[src/hdl/gmrp_pkg.sv]
package gmrp_pkg;

  // fixed field widths of the stream items
  localparam int IDX_W    = 6;
  localparam int ELEM_W   = 8;
  localparam int IN_ELEMS = 6;
  localparam int PROD_W   = 19;
  localparam int CNT_W    = 7;

  // stream payload widths, padded to whole bytes
  localparam int S_DATA_W = 56;
  localparam int M_DATA_W = 32;

  // item kinds carried on the slave-side tuser
  typedef enum logic {
    OP_LOAD    = 1'b0,
    OP_COMPUTE = 1'b1
  } op_t;

  // execution sequencer states
  typedef enum logic [1:0] {
    ST_IDLE,
    ST_ROWI,
    ST_RUN
  } back_state_t;

endpackage

[src/hdl/gmrp_ram.sv]
module gmrp_ram #(
  parameter int WIDTH = 48,
  parameter int DEPTH = 64
) (
  input  logic                                        clk,
  input  logic                                        we,
  input  logic [((DEPTH > 1) ? $clog2(DEPTH) : 1)-1:0] waddr,
  input  logic [WIDTH-1:0]                            wdata,
  input  logic                                        re,
  input  logic [((DEPTH > 1) ? $clog2(DEPTH) : 1)-1:0] raddr,
  output logic [WIDTH-1:0]                            rdata
);

  logic [WIDTH-1:0] mem [DEPTH];

  // one write port, one registered read port that holds when idle
  always_ff @(posedge clk) begin
    if (we) begin
      mem[waddr] <= wdata;
    end
    if (re) begin
      rdata <= mem[raddr];
    end
  end

endmodule

[src/hdl/gmrp_fifo.sv]
module gmrp_fifo #(
  parameter int WIDTH = 56,
  parameter int DEPTH = 4
) (
  input  logic             clk,
  input  logic             rst,
  input  logic             push,
  input  logic [WIDTH-1:0] push_data,
  output logic             full,
  input  logic             pop,
  output logic [WIDTH-1:0] head,
  output logic             empty
);

  localparam int PW = (DEPTH > 1) ? $clog2(DEPTH) : 1;
  localparam int CW = $clog2(DEPTH + 1);

  logic [WIDTH-1:0] slots [DEPTH];
  logic [PW-1:0]    wr_ptr;
  logic [PW-1:0]    rd_ptr;
  logic [CW-1:0]    count;

  assign full  = (count == CW'(DEPTH));
  assign empty = (count == '0);
  assign head  = slots[rd_ptr];

  // pointer wrap at the queue depth
  function automatic logic [PW-1:0] bump(input logic [PW-1:0] p);
    logic [PW-1:0] r;
    if (p == PW'(DEPTH - 1)) begin
      r = '0;
    end else begin
      r = p + PW'(1);
    end
    return r;
  endfunction

  // control: pointers and fill count
  always_ff @(posedge clk) begin
    if (rst) begin
      wr_ptr <= '0;
      rd_ptr <= '0;
      count  <= '0;
    end else begin
      if (push) begin
        wr_ptr <= bump(wr_ptr);
      end
      if (pop) begin
        rd_ptr <= bump(rd_ptr);
      end
      if (push && !pop) begin
        count <= count + CW'(1);
      end else if (pop && !push) begin
        count <= count - CW'(1);
      end
    end
  end

  // payload slots
  always_ff @(posedge clk) begin
    if (push) begin
      slots[wr_ptr] <= push_data;
    end
  end

  assert property (@(posedge clk) disable iff (rst) pop |-> !empty)
    else $error("queue popped while empty");
  assert property (@(posedge clk) disable iff (rst) push |-> !full)
    else $error("queue pushed while full");
  assert property (@(posedge clk) disable iff (rst)
    (push && !pop) |=> (count == $past(count) + CW'(1)))
    else $error("queue fill count did not follow a push");

endmodule

[src/hdl/gmrp_front.sv]
module gmrp_front #(
  parameter int MAX_ROWS = 64,
  parameter int COLS     = 6
) (
  input  logic                              clk,
  input  logic                              rst,
  input  logic                              s_tvalid,
  output logic                              s_tready,
  input  logic [gmrp_pkg::S_DATA_W-1:0]     s_tdata,
  input  logic                              s_tuser,
  output logic                              push,
  output logic [1 + ((MAX_ROWS > 1) ? $clog2(MAX_ROWS) : 1) +
                COLS * gmrp_pkg::ELEM_W - 1:0] push_data,
  input  logic                              full
);

  import gmrp_pkg::*;

  localparam int AW = (MAX_ROWS > 1) ? $clog2(MAX_ROWS) : 1;
  localparam int RW = COLS * ELEM_W;

  typedef logic [AW-1:0] wrap_tab_t [2**IDX_W];

  // row index folded into the store depth
  function automatic wrap_tab_t build_wrap();
    wrap_tab_t tab;
    int        r;
    for (int k = 0; k < 2**IDX_W; k++) begin
      r = k;
      while (r >= MAX_ROWS) begin
        r = r - MAX_ROWS;
      end
      tab[k] = AW'(r);
    end
    return tab;
  endfunction

  localparam wrap_tab_t WRAP_TAB = build_wrap();

  logic [AW-1:0] row;
  logic [RW-1:0] elems;
  op_t           op;

  assign s_tready = !full;
  assign push     = s_tvalid && s_tready;

  // classify the item and unpack its row
  always_comb begin
    op  = op_t'(s_tuser);
    row = WRAP_TAB[s_tdata[IDX_W-1:0]];
    for (int c = 0; c < COLS; c++) begin
      if (c < IN_ELEMS) begin
        elems[c*ELEM_W +: ELEM_W] = s_tdata[IDX_W + c*ELEM_W +: ELEM_W];
      end else begin
        elems[c*ELEM_W +: ELEM_W] = '0;
      end
    end
  end

  // queue entry: kind in bit 0, then row, then elements
  assign push_data = {elems, row, op};

  assert property (@(posedge clk) disable iff (rst) push |-> !full)
    else $error("item taken with the queue full");
  assert property (@(posedge clk) disable iff (rst)
    push |-> (row < AW'(MAX_ROWS - 1) || row == AW'(MAX_ROWS - 1)))
    else $error("wrapped row beyond the store");
  assert property (@(posedge clk) disable iff (rst)
    (push && op == OP_COMPUTE) |-> (push_data[0] == 1'b1))
    else $error("compute item queued with the wrong kind");

endmodule

[src/hdl/gmrp_back.sv]
module gmrp_back #(
  parameter int MAX_ROWS = 64,
  parameter int COLS     = 6
) (
  input  logic                              clk,
  input  logic                              rst,
  input  logic                              cfg_we,
  input  logic [gmrp_pkg::CNT_W-1:0]        cfg_wdata,
  input  logic                              q_empty,
  input  logic [1 + ((MAX_ROWS > 1) ? $clog2(MAX_ROWS) : 1) +
                COLS * gmrp_pkg::ELEM_W - 1:0] q_head,
  output logic                              q_pop,
  output logic                              m_tvalid,
  input  logic                              m_tready,
  output logic [gmrp_pkg::M_DATA_W-1:0]     m_tdata,
  output logic                              m_tlast
);

  import gmrp_pkg::*;

  localparam int AW = (MAX_ROWS > 1) ? $clog2(MAX_ROWS) : 1;
  localparam int RW = COLS * ELEM_W;

  back_state_t state, state_next;

  logic [CNT_W-1:0] rows_in_use;
  logic [CNT_W-1:0] n_eff;
  logic [CNT_W-1:0] run_n;
  logic [CNT_W-1:0] cnt;
  logic [AW-1:0]    row_i;
  logic [RW-1:0]    row_i_data;

  // queue head fields
  op_t           h_op;
  logic [AW-1:0] h_row;
  logic [RW-1:0] h_elems;

  // row store ports
  logic          ram_we;
  logic          ram_re;
  logic [AW-1:0] ram_raddr;
  logic [RW-1:0] ram_rdata;

  // read-data stage and output register
  logic             dvalid;
  logic [CNT_W-1:0] d_col;
  logic             d_last;
  logic             advance;
  logic             issue;
  logic             start;
  logic             run_end;
  logic [PROD_W-1:0] dot;

  logic [IDX_W-1:0]  o_row;
  logic [IDX_W-1:0]  o_col;
  logic [PROD_W-1:0] o_prod;

  assign h_op    = op_t'(q_head[0]);
  assign h_row   = q_head[AW:1];
  assign h_elems = q_head[AW + RW:AW + 1];

  // rows visited per run, capped at the store depth
  assign n_eff = ({2'b00, rows_in_use} > 9'(MAX_ROWS)) ? CNT_W'(MAX_ROWS) : rows_in_use;

  assign advance = !m_tvalid || m_tready;
  assign run_end = (cnt + CNT_W'(1) == run_n);

  // rows-in-use register
  always_ff @(posedge clk) begin
    if (rst) begin
      rows_in_use <= CNT_W'(60);
    end else if (cfg_we) begin
      rows_in_use <= cfg_wdata;
    end
  end

  // next state
  always_comb begin
    state_next = state;
    unique case (state)
      ST_IDLE: begin
        if (!q_empty && h_op == OP_COMPUTE && !dvalid && n_eff != '0) begin
          state_next = ST_ROWI;
        end
      end
      ST_ROWI: begin
        state_next = ST_RUN;
      end
      ST_RUN: begin
        if (issue && run_end) begin
          state_next = ST_IDLE;
        end
      end
      default: begin
        state_next = ST_IDLE;
      end
    endcase
  end

  // sequencer outputs
  always_comb begin
    q_pop     = 1'b0;
    ram_we    = 1'b0;
    ram_re    = 1'b0;
    ram_raddr = h_row;
    issue     = 1'b0;
    start     = 1'b0;
    unique case (state)
      ST_IDLE: begin
        if (!q_empty) begin
          if (h_op == OP_LOAD) begin
            q_pop  = 1'b1;
            ram_we = 1'b1;
          end else if (!dvalid) begin
            q_pop  = 1'b1;
            start  = (n_eff != '0);
            ram_re = (n_eff != '0);
          end
        end
      end
      ST_ROWI: begin
      end
      ST_RUN: begin
        issue     = !dvalid || advance;
        ram_re    = issue;
        ram_raddr = AW'(cnt);
      end
      default: begin
      end
    endcase
  end

  always_ff @(posedge clk) begin
    if (rst) begin
      state <= ST_IDLE;
    end else begin
      state <= state_next;
    end
  end

  // run bookkeeping
  always_ff @(posedge clk) begin
    if (start) begin
      row_i <= h_row;
      run_n <= n_eff;
      cnt   <= '0;
    end else if (issue) begin
      cnt <= cnt + CNT_W'(1);
    end
    if (state == ST_ROWI) begin
      row_i_data <= ram_rdata;
    end
    if (issue) begin
      d_col  <= cnt;
      d_last <= run_end;
    end
  end

  gmrp_ram #(
    .WIDTH (RW),
    .DEPTH (MAX_ROWS)
  ) u_store (
    .clk   (clk),
    .we    (ram_we),
    .waddr (h_row),
    .wdata (h_elems),
    .re    (ram_re),
    .raddr (ram_raddr),
    .rdata (ram_rdata)
  );

  // six-term dot product of row i against the row just read
  always_comb begin
    dot = '0;
    for (int c = 0; c < COLS; c++) begin
      dot = dot + PROD_W'(row_i_data[c*ELEM_W +: ELEM_W]) *
                  PROD_W'(ram_rdata[c*ELEM_W +: ELEM_W]);
    end
  end

  // read-data valid flag
  always_ff @(posedge clk) begin
    if (rst) begin
      dvalid <= 1'b0;
    end else if (issue) begin
      dvalid <= 1'b1;
    end else if (advance) begin
      dvalid <= 1'b0;
    end
  end

  // output register
  always_ff @(posedge clk) begin
    if (rst) begin
      m_tvalid <= 1'b0;
    end else if (advance) begin
      m_tvalid <= dvalid;
    end
  end

  always_ff @(posedge clk) begin
    if (advance && dvalid) begin
      o_row   <= IDX_W'(row_i);
      o_col   <= IDX_W'(d_col);
      o_prod  <= dot;
      m_tlast <= d_last;
    end
  end

  assign m_tdata = {{(M_DATA_W - 2*IDX_W - PROD_W){1'b0}}, o_prod, o_col, o_row};

  assert property (@(posedge clk) disable iff (rst) (state == ST_ROWI) |=> (state == ST_RUN))
    else $error("row i fetch not followed by the run");
  assert property (@(posedge clk) disable iff (rst) ram_we |-> (state == ST_IDLE && !ram_re))
    else $error("row store written during a run");
  assert property (@(posedge clk) disable iff (rst) issue |-> (cnt < run_n))
    else $error("read issued beyond the rows in use");
  assert property (@(posedge clk) disable iff (rst) start |-> !dvalid)
    else $error("run started with a product still pending");
  assert property (@(posedge clk) disable iff (rst)
    (dvalid && !advance) |=> (dvalid && $stable(ram_rdata)))
    else $error("pending row data lost under stall");

endmodule

[src/hdl/gram_matrix_row_product_top.sv]
// Gram matrix row engine (A times A transposed, six 8-bit columns per row).
// Slave-side items with tuser = 0 write one row into the row store; items
// with tuser = 1 name row i and produce, for j = 0 .. n-1 with n the rows in
// use (capped at MAX_ROWS), the dot product of rows i and j, tlast marking j
// = n-1; n = 0 produces nothing. Row indexes wrap to the store depth. A
// 4-deep queue sits between the accepting front and the executing back, so
// items are taken while a run streams out. A compute run first fetches row
// i, then yields one result per cycle while m_tready holds, paced by the
// single read port of the row store. The row store is not cleared by reset:
// a row must be written before any run reads it. rows_in_use resets to 60;
// the user must write it through cfg_we / cfg_wdata only while the block is
// idle, and the block itself does not enforce this.
module gram_matrix_row_product_top #(
  parameter int MAX_ROWS = 64,
  parameter int COLS     = 6
) (
  input  logic                          clk,
  input  logic                          rst,
  input  logic                          cfg_we,
  input  logic [gmrp_pkg::CNT_W-1:0]    cfg_wdata,
  input  logic                          s_tvalid,
  output logic                          s_tready,
  // row_index[5:0], elem0[13:6], elem1[21:14], elem2[29:22], elem3[37:30],
  // elem4[45:38], elem5[53:46], zero[55:54]
  input  logic [gmrp_pkg::S_DATA_W-1:0] s_tdata,
  // opcode[0]
  input  logic                          s_tuser,
  output logic                          m_tvalid,
  input  logic                          m_tready,
  // out_row[5:0], out_col[11:6], product[30:12], zero[31]
  output logic [gmrp_pkg::M_DATA_W-1:0] m_tdata,
  output logic                          m_tlast
);

  import gmrp_pkg::*;

  localparam int AW = (MAX_ROWS > 1) ? $clog2(MAX_ROWS) : 1;
  localparam int QW = 1 + AW + COLS * ELEM_W;

  logic          q_push;
  logic [QW-1:0] q_push_data;
  logic          q_full;
  logic          q_pop;
  logic [QW-1:0] q_head;
  logic          q_empty;

  // front: accept and classify items
  gmrp_front #(
    .MAX_ROWS (MAX_ROWS),
    .COLS     (COLS)
  ) u_front (
    .clk       (clk),
    .rst       (rst),
    .s_tvalid  (s_tvalid),
    .s_tready  (s_tready),
    .s_tdata   (s_tdata),
    .s_tuser   (s_tuser),
    .push      (q_push),
    .push_data (q_push_data),
    .full      (q_full)
  );

  // queue between front and back
  gmrp_fifo #(
    .WIDTH (QW),
    .DEPTH (4)
  ) u_queue (
    .clk       (clk),
    .rst       (rst),
    .push      (q_push),
    .push_data (q_push_data),
    .full      (q_full),
    .pop       (q_pop),
    .head      (q_head),
    .empty     (q_empty)
  );

  // back: row store, run sequencer and output register
  gmrp_back #(
    .MAX_ROWS (MAX_ROWS),
    .COLS     (COLS)
  ) u_back (
    .clk       (clk),
    .rst       (rst),
    .cfg_we    (cfg_we),
    .cfg_wdata (cfg_wdata),
    .q_empty   (q_empty),
    .q_head    (q_head),
    .q_pop     (q_pop),
    .m_tvalid  (m_tvalid),
    .m_tready  (m_tready),
    .m_tdata   (m_tdata),
    .m_tlast   (m_tlast)
  );

endmodule
[config.mk]
export PLATFORM = sky130hd
export DESIGN_NAME = gram_matrix_row_product_top
export DESIGN_NICKNAME = d
export VERILOG_FILES = /design/src/hdl/gmrp_pkg.sv /design/src/hdl/gmrp_ram.sv /design/src/hdl/gmrp_fifo.sv /design/src/hdl/gmrp_front.sv /design/src/hdl/gmrp_back.sv /design/src/hdl/gram_matrix_row_product_top.sv
export SDC_FILE = /design/constraint.sdc
export NUM_CORES = 2
export LEC_CHECK = 0
export BUFFER_PORTS_ARGS = -buffer_cell sky130_fd_sc_hd__buf_2
export CORE_UTILIZATION = 41
export CTS_CLUSTER_SIZE = 40
export DETAILED_ROUTE_END_ITERATION = 6
export REMOVE_ABC_BUFFERS = 1
export SKIP_LAST_GASP = 1
export SYNTH_ARGS = -nofsm -noshare
export SYNTH_HDL_FRONTEND = slang
export SYNTH_SLANG_ARGS = --single-unit
[constraint.sdc]
create_clock -name clk -period 10 [get_ports clk]
set_input_delay 2 -clock clk [delete_from_list [all_inputs] [get_ports clk]]
set_output_delay 2 -clock clk [all_outputs]
set_load 0.02 [all_outputs]
==> reports/qor.txt <==
crit path DAT -> 10960 ps
cell mode on critical path -> fa_1
RePlAce Congestion -> 0.861
critical-path cell with the highest stage delay -> fa_1
clk slew on worst S/H paths -> 60 ps
CTS tree -> built
Post-Syn Area -> 0.149 mm²
Skew-Pair Late Insertion Delay -> 990 ps
synthesis-to-finish area growth -> 12.9%
Root Driver -> clkbuf_16
RSZ-0062 raised after global routing -> true
Synth Instances -> 11300
Detailed Routing Iterations Pass 1 -> 7
first-pass GRT wire length -> 687 mm
FF-to-FF path depth -> 34
TritonCTS Buffers -> 365
CP startpoint kind -> flop
CORE AREA -> 0.360 mm²
top post-synthesis cells by area -> edfxtp_1 (69%), nand2_1 (7.6%), fa_1 (4.6%)
yosys warns -> 0
post-layout min period -> 10310 ps
Critical Path Fanout Max -> 6
R2R Setup Slk -> -310 ps
gr ovfl total -> 0
Yosys top cell area share -> 69.5%
FF/Latch Area -> 0.104 mm²
# Max-Cap Violations -> 0
status -> finished, violations left
reg2reg end -> u_back.o_prod[16]
layout cells sized above 1 -> 10.2%
fillcell total -> 31500
top-level port count -> 104
dpl cells -> 15900
Die X -> 604 µm
total number of vias -> 97100
setup violators final -> 6
I/O Buffers -> 100
Die Ht -> 604 µm
Worst-Margin Slew -> 1370 ps
post-route setup slack -> -307 ps
# nets final -> 12100
FF-to-FF Start -> u_back.u_store.rdata[1]
GR Util All Layers -> 26.3%
failing checks -> DRC, setup timing
CP max stage delay -> 580 ps
WHS Endpoint -> u_back.o_col[0]
Synth Flop Type -> edfxtp_1
hpwl dp -> 269 mm
WHS Path Cells -> 0
Worst Skew -> 134 ps
register area share after synthesis -> 69.8%
kind of critical path -> reg -> reg
initial antenna violation count -> 44
Hold Path Origin -> u_back.d_col[0]
commonest non-fill, non-tap cells in the layout -> edfxtp_1 (3440), nand2_1 (3022), nand3_1 (1250)
Worst slew margin -> 8.93%
CP top delay family -> adder cells
WP buf/inv -> 7
FMAX -> 0.0970 GHz
CTS Sinks -> 3467
final WL -> 490 mm
Hold WC Path Type -> reg -> reg
syn avg cell area -> 13.2 µm²
site row count -> 220
initial DRC count -> 14600
Multi-input gate area -> 0.0414 mm²
Final ANT Viol Nets -> 0
Hold Fails Final Rpt -> 0
number of global-route vias before repair -> 93600
Yosys top cell by area -> edfxtp_1
cts hold-fix bufs -> 0
fraction of registers with async set/reset -> 0%
max-slew violation count -> 0
period utilization -> 103%
Via density -> 5.87
clk buf depth -> 4
most common cell after layout, fill and taps aside -> edfxtp_1
DRC Markers -> 2
Req. time, crit path -> 10650 ps
Starting Density -> 41.3%
Synth Register Bits -> 3467
kind of end point of the critical path -> flop
wire length per cell -> 29.6 µm
EDFF count, synth -> 3440
fin cells -> 16500
synth unique cells -> 83
H-tree lvl count -> 5
Die Footprint -> 0.365 mm²
largest net degree at the start of global routing -> 191
==> layer usage <==
layer	global-route usage, %	up-vias	part of all wire (%)
met5	0	-	0.058
met4	10.8	38	4.7
met3	5.84	1188	12
met2	41.2	6038	45
met1	35.5	49000	38
li1	-	40800	-
==> worst max-delay path by stage <==
stage / cells after the start / to / slack (ps) / start
5_1_grt: 33 / u_back.o_prod[16] / -630 / u_back.u_store.rdata[2]
4_1_cts: 37 / u_back.o_prod[18] / -370 / u_back.u_store.rdata[3]
3_5_place_dp: 33 / u_back.o_prod[16] / -780 / u_back.u_store.rdata[1]
3_3_place_gp: 36 / u_back.o_prod[18] / -810 / u_back.u_store.rdata[1]
2_1_floorplan: 9 / u_back.u_store.rdata[7] / -22730 / flop
6_report: 34 / u_back.o_prod[16] / -310 / u_back.u_store.rdata[1]
==> final cells by class <==
| class | instances | share of cell area, % |
|---|---|---|
| Sequential cell | 3467 | 61.8 |
| Multi-Input combinational cell | 6710 | 24.6 |
| Clock buffer | 468 | 5.76 |
| Tap cell | 4773 | 3.56 |
| Timing Repair Buffer | 438 | 2.00 |
| Clock inverter | 198 | 1.12 |
| Inverter | 482 | 1.08 |
| Antenna cell | 10 | 0.0149 |
==> stage by stage <==
stage | area [µm²] | util [%] | TNS, ps | hold WS [ps] | setup WS, ps
5_1_grt | 168000 | 46.6 | -3360 | 458 | -630
4_1_cts | 168000 | 46.6 | -1850 | 452 | -366
3_5_place_dp | 156000 | 43.3 | -4730 | 408 | -783
6_report | 168000 | 46.6 | -1070 | 445 | -307
3_3_place_gp | 156000 | 43.3 | -4400 | 436 | -806
2_1_floorplan | 146000 | - | -906520 | 400 | -22730
==> synth_stat cells, types with 57 or more instances <==
master	n
ha_1	195
a32oi_1	81
a31oi_1	132
nand3_1	1251
and3_1	72
nand2_1	3031
a21oi_1	368
inv_1	479
fa_1	340
buf_2	389
nor2_1	159
clkbuf_1	107
nor3_1	108
buf_1	57
mux2i_1	163
and2_1	223
o21ai_0	77
edfxtp_1	3440
==> timing repair <==
item	in CTS	in global routing
pin swaps	39	43
resized for setup	62	46
setup buffers	11	6
setup endpoints to repair	10	9
==> sequential cells by signal, summed over array words and instances, names as in the netlist, named ones only <==
name / flops
u_back.o_col: 6
u_back.u_store.mem: 3072
u_back.state: 2
u_back.rows_in_use: 7
u_back.u_store.rdata: 48
u_back.cnt: 7
u_queue.wr_ptr: 2
u_queue.rd_ptr: 2
u_back.o_prod: 19
u_queue.slots: 220
u_back.m_tvalid: 1
u_back.d_col: 6
u_back.row_i_data: 48
u_back.o_row: 6
u_back.d_last: 1
u_queue.count: 3
u_back.row_i: 6
u_back.run_n: 7
u_back.dvalid: 1
u_back.m_tlast: 1
==> kinds of logic (layout without fill, tap and decap cells) <==
family                     after synthesis  after routing  synth area share, %
other                                    1             11              0.00252
DFF                                   3467           3467                 69.8
xor gates and xnor gates                40             40                0.236
muxes                                  226            226                 2.00
buffers and inverters                 1088           1586                 3.21
adders and majority gates              535            535                 6.22
AOI/OAI and AO/OA                      964            964                 4.19
and+or+nand+nor                       4944           4944                 14.3
Power is left out: the tool's default activity adds up to more than one toggle a clock period on the data nets, which glitch-free logic cannot reach.
